==> src/rtl/core/tbs_pkg.sv <==
// tbs_pkg: shared types, constants and codes of the token bucket packet shaper.
// No dependencies; used by tbs_front, tbs_back and the top level.
package tbs_pkg;

	localparam int QUEUE_DEPTH_DEF = 16;
	localparam int MAX_RESULTS     = 16;
	localparam int CMDQ_DEPTH      = 2;
	localparam int RESQ_DEPTH      = 4;

	localparam int COST_W   = 16;
	localparam int TAG_W    = 16;
	localparam int STATUS_W = 2;
	localparam int RATE_W   = 24;
	localparam int LIMIT_W  = 20;
	localparam int CREDIT_W = 27;
	localparam int CFG_IDX_W  = 2;
	localparam int CFG_DATA_W = 24;

	localparam logic [CREDIT_W-1:0] CREDIT_MAX = {CREDIT_W{1'b1}};

	// floor(x/100) = floor((x>>2)/25); reciprocal of 25 scaled by 2^30, exact below 2^30
	localparam int QUARTER_W   = CREDIT_W - 2;
	localparam int RECIP_W     = 26;
	localparam int RECIP_SHIFT = 30;
	localparam logic [RECIP_W-1:0] RECIP_25 = 26'd42949673;

	// input operation codes
	localparam logic OP_PACKET = 1'b0;
	localparam logic OP_TICK   = 1'b1;

	// configuration register indexes
	localparam logic [CFG_IDX_W-1:0] CFG_SHAPING = 2'd0;
	localparam logic [CFG_IDX_W-1:0] CFG_RATE    = 2'd1;
	localparam logic [CFG_IDX_W-1:0] CFG_LIMIT   = 2'd2;

	// result status codes
	localparam logic [STATUS_W-1:0] ST_RELEASED   = 2'd0;
	localparam logic [STATUS_W-1:0] ST_OVER_LIMIT = 2'd1;
	localparam logic [STATUS_W-1:0] ST_FIFO_FULL  = 2'd2;

	typedef struct packed {
		logic              operation;
		logic [COST_W-1:0] cost;
		logic [TAG_W-1:0]  tag;
	} in_item_t;

	typedef struct packed {
		logic [TAG_W-1:0]    packet_tag;
		logic [STATUS_W-1:0] status;
		logic                last;
	} out_item_t;

	typedef enum logic [1:0] {
		CMD_TICK,
		CMD_PASS,
		CMD_ENQ
	} cmd_kind_e;

	typedef struct packed {
		cmd_kind_e         kind;
		logic [COST_W-1:0] cost;
		logic [TAG_W-1:0]  tag;
	} cmd_t;

	typedef struct packed {
		logic [COST_W-1:0] cost;
		logic [TAG_W-1:0]  tag;
	} entry_t;

	// configuration-derived values handed from front to back
	typedef struct packed {
		logic [CREDIT_W-1:0] bucket;
		logic [CREDIT_W-1:0] tick_add;
		logic                clamp;
		logic [LIMIT_W-1:0]  limit;
	} shp_cfg_t;

	typedef enum logic [1:0] {
		S_IDLE,
		S_READ,
		S_CHECK,
		S_FLUSH
	} back_state_e;

endpackage

==> src/rtl/core/tbs_ram.sv <==
// tbs_ram: generic simple dual-port RAM, one write and one registered read port.
// No dependencies.
module tbs_ram #(
	parameter int WIDTH = 32,
	parameter int DEPTH = 16
) (
	input  logic                     clk,
	input  logic                     we,
	input  logic [$clog2(DEPTH)-1:0] waddr,
	input  logic [WIDTH-1:0]         wdata,
	input  logic [$clog2(DEPTH)-1:0] raddr,
	output logic [WIDTH-1:0]         rdata
);

	logic [WIDTH-1:0] mem_q [DEPTH];

	always_ff @(posedge clk) begin
		if (we) begin
			mem_q[waddr] <= wdata;
		end
		rdata <= mem_q[raddr];
	end

endmodule

==> src/rtl/core/tbs_fifo.sv <==
// tbs_fifo: small generic register queue with push/full and pop/empty sides.
// No dependencies; used for the command queue and the result queue.
module tbs_fifo #(
	parameter int WIDTH = 8,
	parameter int DEPTH = 2
) (
	input  logic             clk,
	input  logic             arst_n,
	input  logic             push,
	input  logic [WIDTH-1:0] wdata,
	output logic             full,
	input  logic             pop,
	output logic [WIDTH-1:0] rdata,
	output logic             empty
);

	localparam int AW = $clog2(DEPTH);
	localparam int CW = $clog2(DEPTH + 1);

	logic [WIDTH-1:0] mem_q [DEPTH];
	logic [AW-1:0]    wr_q;
	logic [AW-1:0]    rd_q;
	logic [CW-1:0]    count_q;
	logic             do_push;
	logic             do_pop;

	assign full    = (count_q == CW'(DEPTH));
	assign empty   = (count_q == '0);
	assign rdata   = mem_q[rd_q];
	assign do_push = push && !full;
	assign do_pop  = pop && !empty;

	always_ff @(posedge clk) begin
		if (do_push) begin
			mem_q[wr_q] <= wdata;
		end
	end

	always_ff @(posedge clk or negedge arst_n) begin
		if (!arst_n) begin
			wr_q    <= '0;
			rd_q    <= '0;
			count_q <= '0;
		end else begin
			if (do_push) begin
				wr_q <= (wr_q == AW'(DEPTH - 1)) ? '0 : wr_q + 1'b1;
			end
			if (do_pop) begin
				rd_q <= (rd_q == AW'(DEPTH - 1)) ? '0 : rd_q + 1'b1;
			end
			if (do_push && !do_pop) begin
				count_q <= count_q + 1'b1;
			end else if (do_pop && !do_push) begin
				count_q <= count_q - 1'b1;
			end
		end
	end

endmodule

==> src/rtl/core/tbs_front.sv <==
// tbs_front: configuration registers, bucket size and tick increment, item classification.
// Depends on tbs_pkg.
module tbs_front (
	input  logic                            clk,
	input  logic                            arst_n,
	input  logic                            cfg_valid,
	output logic                            cfg_ready,
	input  logic [tbs_pkg::CFG_IDX_W-1:0]   cfg_index,
	input  logic [tbs_pkg::CFG_DATA_W-1:0]  cfg_data,
	input  logic                            push,
	input  tbs_pkg::in_item_t               item,
	output logic                            cmd_push,
	output tbs_pkg::cmd_t                   cmd,
	output tbs_pkg::shp_cfg_t               cfg
);

	localparam int R25_W = tbs_pkg::RATE_W + 5;
	localparam int PROD_W = tbs_pkg::QUARTER_W + tbs_pkg::RECIP_W;

	logic                             shaping_q;
	logic [tbs_pkg::CREDIT_W-1:0]     bucket_q;
	logic [tbs_pkg::CREDIT_W-1:0]     add_q;
	logic [tbs_pkg::LIMIT_W-1:0]      limit_q;
	logic                             clamp_q;
	logic                             cfg_wr;
	logic [tbs_pkg::RATE_W-1:0]       rate;
	logic [R25_W-1:0]                 rate25;
	logic [R25_W-2:0]                 half;
	logic [tbs_pkg::CREDIT_W-1:0]     bucket_new;
	logic [tbs_pkg::QUARTER_W-1:0]    quarter;
	logic [PROD_W-1:0]                prod;

	assign cfg_ready = 1'b1;
	assign cfg_wr    = cfg_valid && cfg_ready;

	// rate*25/2, saturated to the credit width
	assign rate   = cfg_data[tbs_pkg::RATE_W-1:0];
	assign rate25 = R25_W'({rate, 4'b0}) + R25_W'({rate, 3'b0}) + R25_W'(rate);
	assign half   = rate25[R25_W-1:1];
	assign bucket_new = (half > (R25_W-1)'(tbs_pkg::CREDIT_MAX)) ? tbs_pkg::CREDIT_MAX
		: half[tbs_pkg::CREDIT_W-1:0];

	// bucket/100 by reciprocal multiply
	assign quarter = bucket_q[tbs_pkg::CREDIT_W-1:2];
	assign prod    = PROD_W'(quarter) * PROD_W'(tbs_pkg::RECIP_25);

	always_ff @(posedge clk or negedge arst_n) begin
		if (!arst_n) begin
			shaping_q <= 1'b0;
			bucket_q  <= '0;
			add_q     <= '0;
			limit_q   <= '0;
			clamp_q   <= 1'b0;
		end else begin
			clamp_q <= 1'b0;
			add_q   <= tbs_pkg::CREDIT_W'(prod[PROD_W-1:tbs_pkg::RECIP_SHIFT]);
			if (cfg_wr) begin
				case (cfg_index)
					tbs_pkg::CFG_SHAPING: begin
						shaping_q <= cfg_data[0];
					end
					tbs_pkg::CFG_RATE: begin
						bucket_q <= bucket_new;
						clamp_q  <= 1'b1;
					end
					tbs_pkg::CFG_LIMIT: begin
						limit_q <= cfg_data[tbs_pkg::LIMIT_W-1:0];
					end
					default: begin
					end
				endcase
			end
		end
	end

	assign cmd_push = push;
	assign cmd.cost = item.cost;
	assign cmd.tag  = item.tag;
	assign cmd.kind = (item.operation == tbs_pkg::OP_TICK) ? tbs_pkg::CMD_TICK
		: (shaping_q ? tbs_pkg::CMD_ENQ : tbs_pkg::CMD_PASS);

	assign cfg.bucket   = bucket_q;
	assign cfg.tick_add = add_q;
	assign cfg.clamp    = clamp_q;
	assign cfg.limit    = limit_q;

endmodule

==> src/rtl/core/tbs_back.sv <==
// tbs_back: shaping sequencer with credit, packet queue storage and release logic.
// Depends on tbs_pkg and tbs_ram.
module tbs_back #(
	parameter int QUEUE_DEPTH = tbs_pkg::QUEUE_DEPTH_DEF
) (
	input  logic                clk,
	input  logic                arst_n,
	input  tbs_pkg::shp_cfg_t   cfg,
	input  tbs_pkg::cmd_t       cmd,
	input  logic                cmd_empty,
	output logic                cmd_pop,
	input  logic                res_full,
	output logic                res_push,
	output tbs_pkg::out_item_t  res_item
);

	localparam int HW   = $clog2(QUEUE_DEPTH);
	localparam int CW   = $clog2(QUEUE_DEPTH + 1);
	localparam int QB_W = HW + tbs_pkg::COST_W;
	localparam int CMP_W = (QB_W > tbs_pkg::LIMIT_W) ? QB_W : tbs_pkg::LIMIT_W;
	localparam int NR_W = $clog2(tbs_pkg::MAX_RESULTS + 1);
	localparam int EW   = $bits(tbs_pkg::entry_t);

	tbs_pkg::back_state_e          state_q, state_d;
	logic [tbs_pkg::CREDIT_W-1:0]  credit_q;
	logic [QB_W-1:0]               queued_q;
	logic [HW-1:0]                 head_q;
	logic [CW-1:0]                 count_q;
	logic [NR_W-1:0]               nrel_q;
	logic                          pend_v_q;
	logic [tbs_pkg::TAG_W-1:0]     pend_tag_q;
	logic [tbs_pkg::STATUS_W-1:0]  pend_status_q;

	logic [HW:0]                   tail_sum;
	logic [HW-1:0]                 tail;
	logic [HW-1:0]                 head_nxt;
	logic                          ram_we;
	logic [EW-1:0]                 ram_rdata;
	tbs_pkg::entry_t               ram_wentry;
	tbs_pkg::entry_t               head_ent;
	logic                          over_limit;
	logic                          q_full;
	logic                          drain_stop;
	logic                          eligible;
	logic                          release_now;
	logic                          credit_upd;
	logic [tbs_pkg::CREDIT_W:0]    tick_sum;
	logic [tbs_pkg::CREDIT_W-1:0]  tick_credit;
	logic [tbs_pkg::CREDIT_W-1:0]  head_cost;

	assign tail_sum = {1'b0, head_q} + (HW+1)'(count_q);
	assign tail     = (tail_sum >= (HW+1)'(QUEUE_DEPTH))
		? HW'(tail_sum - (HW+1)'(QUEUE_DEPTH)) : tail_sum[HW-1:0];
	assign head_nxt = (head_q == HW'(QUEUE_DEPTH - 1)) ? '0 : head_q + 1'b1;

	assign ram_wentry.cost = cmd.cost;
	assign ram_wentry.tag  = cmd.tag;
	assign head_ent  = ram_rdata;
	assign head_cost = tbs_pkg::CREDIT_W'(head_ent.cost);

	tbs_ram #(
		.WIDTH (EW),
		.DEPTH (QUEUE_DEPTH)
	) u_ram (
		.clk   (clk),
		.we    (ram_we),
		.waddr (tail),
		.wdata (ram_wentry),
		.raddr (head_q),
		.rdata (ram_rdata)
	);

	assign over_limit = (cfg.limit != '0) && (CMP_W'(queued_q) > CMP_W'(cfg.limit));
	assign q_full     = (count_q == CW'(QUEUE_DEPTH));
	assign drain_stop = (count_q == '0) || (nrel_q == NR_W'(tbs_pkg::MAX_RESULTS));
	assign eligible   = (credit_q >= head_cost);

	assign tick_sum    = {1'b0, credit_q} + {1'b0, cfg.tick_add};
	assign tick_credit = (tick_sum > {1'b0, cfg.bucket}) ? cfg.bucket
		: tick_sum[tbs_pkg::CREDIT_W-1:0];

	// next state
	always_comb begin
		state_d = state_q;
		case (state_q)
			tbs_pkg::S_IDLE: begin
				if (!cmd_empty) begin
					case (cmd.kind)
						tbs_pkg::CMD_TICK: state_d = tbs_pkg::S_READ;
						tbs_pkg::CMD_PASS: state_d = tbs_pkg::S_FLUSH;
						tbs_pkg::CMD_ENQ: begin
							state_d = (over_limit || q_full) ? tbs_pkg::S_FLUSH
								: tbs_pkg::S_READ;
						end
						default: state_d = tbs_pkg::S_IDLE;
					endcase
				end
			end
			tbs_pkg::S_READ: begin
				if (drain_stop) begin
					state_d = pend_v_q ? tbs_pkg::S_FLUSH : tbs_pkg::S_IDLE;
				end else begin
					state_d = tbs_pkg::S_CHECK;
				end
			end
			tbs_pkg::S_CHECK: begin
				if (eligible) begin
					if (!(pend_v_q && res_full)) begin
						state_d = tbs_pkg::S_READ;
					end
				end else begin
					state_d = pend_v_q ? tbs_pkg::S_FLUSH : tbs_pkg::S_IDLE;
				end
			end
			tbs_pkg::S_FLUSH: begin
				if (!res_full) begin
					state_d = tbs_pkg::S_IDLE;
				end
			end
			default: state_d = tbs_pkg::S_IDLE;
		endcase
	end

	// outputs and datapath strobes
	always_comb begin
		cmd_pop     = (state_q == tbs_pkg::S_IDLE) && !cmd_empty;
		ram_we      = cmd_pop && (cmd.kind == tbs_pkg::CMD_ENQ) && !over_limit && !q_full;
		release_now = (state_q == tbs_pkg::S_CHECK) && eligible && !(pend_v_q && res_full);
		credit_upd  = (cmd_pop && (cmd.kind == tbs_pkg::CMD_TICK)) || release_now;
		res_push    = ((state_q == tbs_pkg::S_CHECK) && eligible && pend_v_q && !res_full)
			|| ((state_q == tbs_pkg::S_FLUSH) && !res_full);
		res_item.packet_tag = pend_tag_q;
		res_item.status     = pend_status_q;
		res_item.last       = (state_q == tbs_pkg::S_FLUSH);
	end

	always_ff @(posedge clk) begin
		if (cmd_pop) begin
			pend_tag_q <= cmd.tag;
			if (cmd.kind == tbs_pkg::CMD_ENQ && over_limit) begin
				pend_status_q <= tbs_pkg::ST_OVER_LIMIT;
			end else if (cmd.kind == tbs_pkg::CMD_ENQ) begin
				pend_status_q <= tbs_pkg::ST_FIFO_FULL;
			end else begin
				pend_status_q <= tbs_pkg::ST_RELEASED;
			end
		end else if (release_now) begin
			pend_tag_q    <= head_ent.tag;
			pend_status_q <= tbs_pkg::ST_RELEASED;
		end
	end

	always_ff @(posedge clk or negedge arst_n) begin
		if (!arst_n) begin
			state_q  <= tbs_pkg::S_IDLE;
			credit_q <= '0;
			queued_q <= '0;
			head_q   <= '0;
			count_q  <= '0;
			nrel_q   <= '0;
			pend_v_q <= 1'b0;
		end else begin
			state_q <= state_d;
			// skipped when a tick or a release updates the credit; a tick saturates at the bucket anyway
			if (cfg.clamp && !credit_upd && (credit_q > cfg.bucket)) begin
				credit_q <= cfg.bucket;
			end
			if (cmd_pop) begin
				nrel_q <= '0;
				case (cmd.kind)
					tbs_pkg::CMD_TICK: credit_q <= tick_credit;
					tbs_pkg::CMD_PASS: pend_v_q <= 1'b1;
					tbs_pkg::CMD_ENQ: begin
						if (over_limit || q_full) begin
							pend_v_q <= 1'b1;
						end else begin
							count_q  <= count_q + 1'b1;
							queued_q <= queued_q + QB_W'(cmd.cost);
						end
					end
					default: begin
					end
				endcase
			end else if (release_now) begin
				credit_q <= credit_q - head_cost;
				queued_q <= queued_q - QB_W'(head_ent.cost);
				head_q   <= head_nxt;
				count_q  <= count_q - 1'b1;
				nrel_q   <= nrel_q + 1'b1;
				pend_v_q <= 1'b1;
			end else if (state_q == tbs_pkg::S_FLUSH && !res_full) begin
				pend_v_q <= 1'b0;
			end
		end
	end

endmodule

==> src/rtl/core/token_bucket_packet_shaper.sv <==
// Token bucket packet shaper with a queue of packets awaiting credit.
// With shaping off, or when a packet is dropped, an item goes through the back-end
// sequencer's decode and result steps. A tick or a queued packet is decoded, then
// each release needs a read of the packet store, which has a registered read port,
// and a compare against the credit; the head packet may be checked and left waiting
// for credit, and the last result is handed over when any packet leaves. A full
// result queue stalls the sequencer. At most 16 packets leave per input item; the
// rest wait for a later tick or queued packet. Results go to a small output queue,
// so input keeps flowing while results wait to be popped. Configuration writes are
// registered; a rate write resizes the bucket and trims the credit to it on the
// following cycle unless a release updates the credit in that cycle.
// Depends on tbs_pkg, tbs_front, tbs_fifo, tbs_back and tbs_ram.
module token_bucket_packet_shaper #(
	parameter int QUEUE_DEPTH = tbs_pkg::QUEUE_DEPTH_DEF
) (
	input  logic                            clk,
	input  logic                            arst_n,
	// configuration write channel
	input  logic                            cfg_valid,
	output logic                            cfg_ready,
	input  logic [tbs_pkg::CFG_IDX_W-1:0]   cfg_index,
	input  logic [tbs_pkg::CFG_DATA_W-1:0]  cfg_data,
	// input items: packet arrivals and 1 ms ticks
	input  logic                            push,
	output logic                            full,
	input  tbs_pkg::in_item_t               item,
	// result items: released or dropped packets
	output logic                            empty,
	input  logic                            pop,
	output tbs_pkg::out_item_t              result
);

	localparam int CMD_W = $bits(tbs_pkg::cmd_t);
	localparam int RES_W = $bits(tbs_pkg::out_item_t);

	tbs_pkg::shp_cfg_t   cfg;
	tbs_pkg::cmd_t       cmd_in;
	tbs_pkg::cmd_t       cmd_out;
	tbs_pkg::out_item_t  res_in;
	logic                cmd_push;
	logic                cmd_empty;
	logic                cmd_pop;
	logic                res_push;
	logic                res_full;
	logic [CMD_W-1:0]    cmd_rdata;
	logic [RES_W-1:0]    res_rdata;

	// front: config registers and item classification (tick / pass / enqueue)
	tbs_front u_front (
		.clk       (clk),
		.arst_n    (arst_n),
		.cfg_valid (cfg_valid),
		.cfg_ready (cfg_ready),
		.cfg_index (cfg_index),
		.cfg_data  (cfg_data),
		.push      (push),
		.item      (item),
		.cmd_push  (cmd_push),
		.cmd       (cmd_in),
		.cfg       (cfg)
	);

	// command queue decouples acceptance from execution; its full is the block's full
	tbs_fifo #(
		.WIDTH (CMD_W),
		.DEPTH (tbs_pkg::CMDQ_DEPTH)
	) u_cmdq (
		.clk    (clk),
		.arst_n (arst_n),
		.push   (cmd_push),
		.wdata  (cmd_in),
		.full   (full),
		.pop    (cmd_pop),
		.rdata  (cmd_rdata),
		.empty  (cmd_empty)
	);

	assign cmd_out = cmd_rdata;

	// back: credit, packet store and release sequencing
	tbs_back #(
		.QUEUE_DEPTH (QUEUE_DEPTH)
	) u_back (
		.clk       (clk),
		.arst_n    (arst_n),
		.cfg       (cfg),
		.cmd       (cmd_out),
		.cmd_empty (cmd_empty),
		.cmd_pop   (cmd_pop),
		.res_full  (res_full),
		.res_push  (res_push),
		.res_item  (res_in)
	);

	// result queue toward the consumer
	tbs_fifo #(
		.WIDTH (RES_W),
		.DEPTH (tbs_pkg::RESQ_DEPTH)
	) u_resq (
		.clk    (clk),
		.arst_n (arst_n),
		.push   (res_push),
		.wdata  (res_in),
		.full   (res_full),
		.pop    (pop),
		.rdata  (res_rdata),
		.empty  (empty)
	);

	assign result = res_rdata;

endmodule
==> config.mk <==
export PLATFORM = sky130hd
export DESIGN_NAME = token_bucket_packet_shaper
export DESIGN_NICKNAME = d
export VERILOG_FILES = /design/src/rtl/core/tbs_pkg.sv /design/src/rtl/core/tbs_ram.sv /design/src/rtl/core/tbs_fifo.sv /design/src/rtl/core/tbs_front.sv /design/src/rtl/core/tbs_back.sv /design/src/rtl/core/token_bucket_packet_shaper.sv
export SDC_FILE = /design/constraint.sdc
export NUM_CORES = 2
export LEC_CHECK = 0
export ABC_AREA = 1
export BUFFER_PORTS_ARGS = -buffer_cell sky130_fd_sc_hd__buf_2
export CAP_MARGIN = 15
export CORE_AREA = 2 2 212 422
export CTS_BUF_LIST = sky130_fd_sc_hd__clkbuf_2 sky130_fd_sc_hd__clkbuf_4 sky130_fd_sc_hd__clkbuf_8
export DETAILED_ROUTE_END_ITERATION = 10
export DIE_AREA = 0 0 214 424
export GPL_ROUTABILITY_DRIVEN = 1
export GPL_TIMING_DRIVEN = 0
export PLACE_DENSITY = 0.78
export SYNTH_ARGS = -nofsm -noshare
export SYNTH_HDL_FRONTEND = slang
export SYNTH_SLANG_ARGS = --single-unit
==> constraint.sdc <==
create_clock -name clk -period 8.72 [get_ports clk]
set_input_delay 0.872 -clock clk [delete_from_list [all_inputs] [get_ports clk]]
set_output_delay 0.872 -clock clk [all_outputs]
set_load 0.02 [all_outputs]
======== Yosys cells after proc, flatten, opt, wreduce, memory -nomap -nowiden ========
Memories as Yosys holds them, arrays and structs flattened. A register that Yosys moved wholly into a read port is not among the register bits.
Cells that the tools add are included.
storage, ports and cells
  register bits ........................... 163
  RAM bits ................................ 656
  bits of input ports ..................... 64
  output and inout port bits .............. 22
  logic and storage cells ................. 185
  memories kept ........................... 3
operators by class
  add/sub/neg operators ................... 20
  multiply operators ...................... 1
  magnitude comparators ................... 6
  eq/ne operators ......................... 21
  muxes and demuxes ....................... 56
  bitwise operators ....................... 1
  reductions and logical operators ........ 57
memory list
  name                depth  width  read ports  clocked after Yosys merged registers in  wr ports  line            RTL
  u_back.u_ram.mem_q  16     32     1           1                                        1         tbs_ram.sv:15   logic [WIDTH-1:0] mem_q [DEPTH];
  u_resq.mem_q        4      19     1           0                                        1         tbs_fifo.sv:20  logic [WIDTH-1:0] mem_q [DEPTH];
  u_cmdq.mem_q        2      34     1           0                                        1         tbs_fifo.sv:20
operators with widths
  kind                                                  count
  2-to-1 mux 27 bit                                     6
  2-to-1 mux 20 bit                                     4
  multiplier 25 x 26 -> 51 bit, second input constant   1
  2-to-1 mux 2 bit                                      17
  2-to-1 mux 16 bit                                     2
  2-to-1 mux 5 bit                                      6
  adder 28 x 27 -> 29 bit                               1
  adder 29 x 24 -> 29 bit                               1
  adder 27 x 21 -> 28 bit                               1
  > comparator 28 x 27 -> 1 bit                         1
  > comparator 28 x 27 -> 1 bit, second input constant  1
  greater-or-equal comparator 27 x 16 -> 1 bit          1
  > comparator 27 bit                                   1
  subtractor 27 x 16 -> 27 bit                          1
  logical AND 1 bit                                     23
  adder 20 x 16 -> 20 bit                               1
  > comparator 20 bit                                   1
  nonzero test 20 bit                                   1
  subtractor 20 x 16 -> 20 bit                          1
  equality test 2 bit, second input constant            7
  2-to-1 mux 1 bit                                      14
  zero test 1 bit                                       12
  adder 5 x 1 -> 5 bit, second input constant           2
  equality test 5 bit, second input constant            2
  other kinds (32)                                      54

======== Longest topological paths before layout ========
  depth in word-level cells ............... 11
  mapped depth ............................ 29
  depth with buffers taken out ............ 28

======== Hierarchy ========
From an unflattened synthesis, not the netlist that was laid out.
second synthesis, totals
  cells, all modules ...................... 6538
  area total of the unflattened synthesis .. 57121.0 µm²
by module, submodules not included
  module              times used  cells an instance  area each (µm²)  seq. area each (µm²)
  tbs_ram             1           2120               22730.6          16015.4
  tbs_front           1           2166               17030.1          1751.7
  tbs_back            1           1761               11055.6          2142.1
  tbs_fifo at u_resq  1           282                3593.4           2457.4
  tbs_fifo at u_cmdq  1           209                2711.4           2142.1

======== Worst setup path before layout ========
Ideal clock, no wire load.
  path type ............................... reg-to-reg
  from .................................... register u_front.bucket_q[10] in the netlist's numbering
  to ...................................... register u_front.add_q[20] in the netlist's numbering
  setup time .............................. 0.117 ns
  arrival ................................. 5.783 ns
  slack ................................... 2.820 ns
  cell stages (with the launch flop) ...... 25
  period minus slack after synthesis ...... 5.900 ns
  cells stage by stage .................... dfrtp_1 inv_1 fa_1 inv_1 fa_1 inv_1 fa_1 inv_1 fa_1 fa_1 fa_1 inv_1 fa_1 inv_1 ha_1 nand2_1 nor2_1 nand2_1 nor2_1 nand3_1 nand3_1 a21o_1 nand2_1 nand3b_1 nand2_1
on the way
  longest elaborated chain between the ends .. 1
RTL lines
  element                       line             RTL
  start, declared               tbs_front.sv:21  logic [tbs_pkg::CREDIT_W-1:0] bucket_q;
  start signal, assigned        tbs_front.sv:63  bucket_q <= bucket_new;
  multiplier 25 x 26 -> 51 bit  tbs_front.sv:45  assign prod = PROD_W'(quarter) * PROD_W'(tbs_pkg::RECIP_25);
  net u_front.prod[50]          tbs_front.sv:31  logic [PROD_W-1:0] prod;
  end signal, assigned          tbs_front.sv:56  add_q <= tbs_pkg::CREDIT_W'(prod[PROD_W-1:tbs_pkg::RECIP_SHIFT]);
  end, declared                 tbs_front.sv:22  logic [tbs_pkg::CREDIT_W-1:0] add_q;
The timed path passes the listed nets, and every way through them passes these cells.
A chain may end at the register's enable or synchronous reset.

======== Final worst setup path ========
Ends and elaborated chain as after synthesis.

==> reports/metrics.yaml <==
run_status:
  status: "finished, final reports clean"
detailed_routing:
  ant_nets: 0
  viasPerCell: 6.00
  avgRoutedWirePerCell_um: 22.3
  drt_wl_total_mm: 151
  firstDrtPassIters: 6
  drt_iter0_markers: 4875
  drc: 0
  vias: 40600
timing:
  finalSetupViolCount: 0
  finalWorstSetupSlack_ns: 1.44
  clock_skew_ns: 0.0767
  clock.fmax_mhz: 137
  drv_slew: 0
  fin_setup_tns_ns: 0
  worst_pin_slew_ns: 1.09
  relSlewSlack_pct: 27.3
  layout_min_cycle_time_ns: 7.28
  rsz0062_at_grt: "false"
  hold_viol: 0
  finalCritPeriodShare_pct: 83.5
  holdWs_ns: 0.0600
setup_path:
  critical_path.cell_chain: "inv_1, fa_1, inv_1, fa_1, inv_1, fa_1, inv_1, fa_1, fa_1, fa_1, inv_1, fa_1, inv_1, ha_1, nand2_1, nor2_1, nand2_1, nor2_1, nand3_1, nand3_1, a21o_1, nand2_1, nand3b_1, nand2_1"
  critPathArrivalTime_ns: 7.90
  slowest_stage: "dfrtp_1"
  critPathCaptureType: "flop"
  cpPeakStageDelay_ns: 0.68
  timing.rr.start: "u_front.bucket_q[10]$_DFFE_PN0P_"
  path_max_fanout: 9
  setup.worst_path.start_class: "flop"
  path_class: "reg2reg"
  cp.required_ns: 9.34
  cp_common_cell: "fa_1"
  cp.buffers_inverters: 6
  critPathLaunch: "u_front.bucket_q[10]$_DFFE_PN0P_"
  cp_top_family: "adder cells"
logic_synthesis:
  synth_cell_types: 59
  yosysTopAreaCellShare_pct: 38.9
  ys_warn_count: 0
  synth_top_flop_cell: "edfxtp_1"
  ys_async_sr_fraction_pct: 17.0
  synth-edff-count: 674
  yosysTopAreaCell: "edfxtp_1"
  synth_seq_cells: 851
  avgSynthCellArea_um2: 9.87
  synthCells: 5266
  seq_area_frac_synth_pct: 47.1
  synthesis.nets: 6013
  netlist_top_cells_area: "edfxtp_1 39%, ha_1 11%, fa_1 9.4%"
  netlist_area_um2: 52000
global_route:
  grtUsageMet1_pct: 45.8
  grt_max_degree: 90
  grt_pass1_vias: 39900
  grtUsageMet3_pct: 5.56
  grt_use_total_pct: 33.4
  grt_overflow: 0
  grt_busiest_layer: "met2"
  antenna_found_initial: 3
  grt_util_met2_pct: 52.7
  grt_pass1_wl_mm: 231
place:
  dp_slack_ns: 1.51
  gp_congestion: 0.975
  port_buffers: 84
  place_hpwl_mm: 113
clock_tree:
  clk_latency_ns: 0.80
  cts_hold_buf: 0
  cts_tree: "yes"
  cts_resized: 0
  htree_levels: 3
  root_buffer: "clkbuf_8"
  clk_transition_reported_paths_ns: 0.06
  clock_sinks: 851
  cts_buffer_depth: 3
  cts_setup_buffers: 0
  numCtsBuffers: 118
finish:
  fin_nets: 6240
  final_layout_size_suffix_gt1_share_pct: 7.41
  area_growth_pct: 9.90
die:
  rows: 154
  dieHeight_um: 424
  fp.dieW_um: 214
  core_um2: 87700
  initial_utilization_pct: 59.3
  dieArea_um2: 90700
  ioPinCount: 86
job:
  cap_violations: 0
hold_path:
  min_path_type: "in2async"
-- cells in the mapped netlist, types with 33 or more instances --
| library cell | number |
|---|---|
| nand2_1 | 1028 |
| inv_1 | 689 |
| edfxtp_1 | 674 |
| ha_1 | 440 |
| nor2_1 | 429 |
| o21ai_0 | 345 |
| nand3_1 | 287 |
| a21oi_1 | 248 |
| fa_1 | 243 |
| dfrtp_1 | 145 |
| clkbuf_1 | 116 |
| xor2_1 | 72 |
| nand4_1 | 61 |
| o22ai_1 | 56 |
| a31oi_1 | 39 |
| a311oi_1 | 36 |
| xnor2_1 | 33 |
-- worst register-to-register path, cell delays in order, from the launching register on --
cell and delay [ns]:
dfrtp_1 0.68, inv_1 0.39, fa_1 0.62, inv_1 0.09, fa_1 0.52, inv_1 0.08, fa_1 0.49, inv_1 0.06
fa_1 0.48, fa_1 0.53, fa_1 0.56, inv_1 0.06, fa_1 0.63, inv_1 0.06, ha_1 0.31, nand2_1 0.12
nor2_1 0.24, nand2_1 0.14, nor2_1 0.19, nand3_1 0.10, nand3_1 0.26, a21o_1 0.25, nand2_1 0.10, nand3b_1 0.09
nand2_1 0.12
-- layout make-up --
| class | count | area, um^2 |
|---|---|---|
| antenna | 4 | 10.0 |
| buffer | 164 | 684 |
| multi-input combinational | 3547 | 24300 |
| timing repair buffer | 107 | 927 |
| tap | 1170 | 1460 |
| clock inverter | 61 | 544 |
| clock buffer | 164 | 2060 |
| fill | 6808 | 30500 |
| inverter | 704 | 2640 |
| sequential | 851 | 24500 |
-- kinds of logic after synthesis --
family	count (synthesis)	synth area share [%]
buffers and inverters	868	6.40
other	1	0.00721
adders and majority gates	683	19.9
and+or+nand+nor	1896	15.3
DFF	851	47.1
xor gates and xnor gates	105	1.77
muxes	1	0.0217
AOI/OAI and AO/OA	861	9.45
-- registers in the layout, indices dropped and copies added, names as in the netlist --
| register | flops |
|---|---|
| u_back.u_ram.mem_q | 512 |
| u_resq.mem_q | 76 |
| u_cmdq.mem_q | 68 |
| u_back.u_ram.rdata | 32 |
| u_back.credit_q | 27 |
| u_front.bucket_q | 27 |
| u_front.add_q | 21 |
| u_back.queued_q | 20 |
| u_front.limit_q | 20 |
| u_back.pend_tag_q | 16 |
| u_back.count_q | 5 |
| u_back.nrel_q | 5 |
| u_back.head_q | 4 |
| u_resq.count_q | 3 |
| u_back.pend_status_q | 2 |
| u_back.state_q | 2 |
| u_cmdq.count_q | 2 |
| u_resq.rd_q | 2 |
| u_resq.wr_q | 2 |
| u_back.pend_v_q | 1 |
| u_cmdq.rd_q | 1 |
| u_cmdq.wr_q | 1 |
| u_front.clamp_q | 1 |
| u_front.shaping_q | 1 |
-- path summary, 6_finish.rpt --
path | end | slack [ns] | cells after the start
setup / recovery | u_front.add_q[20]$_DFF_PN0_ | 1.44 | 24
hold reg to reg | u_resq.mem_q[0][10]$_DFFE_PP_ | 0.50 | 0
hold / removal | u_front.add_q[20]$_DFF_PN0_ | 0.06 | 1
setup reg to reg | u_front.add_q[20]$_DFF_PN0_ | 1.44 | 24
min in group clk | u_cmdq.mem_q[0][18]$_DFFE_PP_ | 0.27 | 1
max in group asynchronous | u_front.bucket_q[5]$_DFFE_PN0P_ | 7.74 | 2
-- cells in the final DEF (no fill, tap or decap), types with 56 or more instances in the layout --
master	count
clkbuf_8	132
o21ai_0	345
o22ai_1	56
buf_2	105
nand4_1	61
nand3_1	287
ha_1	440
fa_1	243
clkbuf_1	116
nor2_1	407
xor2_1	72
a21oi_1	248
nand2_1	1028
inv_1	689
edfxtp_1	674
dfrtp_1	145
-- stage by stage --
| step | utilization [%] | instances | cell area (um^2) |
|---|---|---|---|
| after floorplan | - | 5266 | 52000 |
| after global placement | 61.5 | 6520 | 53900 |
| after detailed placement | 62.2 | 6543 | 54500 |
| after CTS | 65.2 | 6768 | 57100 |
| after global routing | 65.2 | 6770 | 57100 |
| final | 65.2 | 6772 | 57100 |
-- metal layers --
metal / share of wire (%) / wire (um) / up-vias
met5: 0 / 0 / -
met4: 4.6 / 7030 / 0
met3: 9.6 / 14500 / 408
met2: 46 / 69200 / 2294
met1: 40 / 60500 / 19600
li1: - / - / 18300
Power is left out: the tool's default activity adds up to more than one toggle a clock period on the data nets, which glitch-free logic cannot reach.
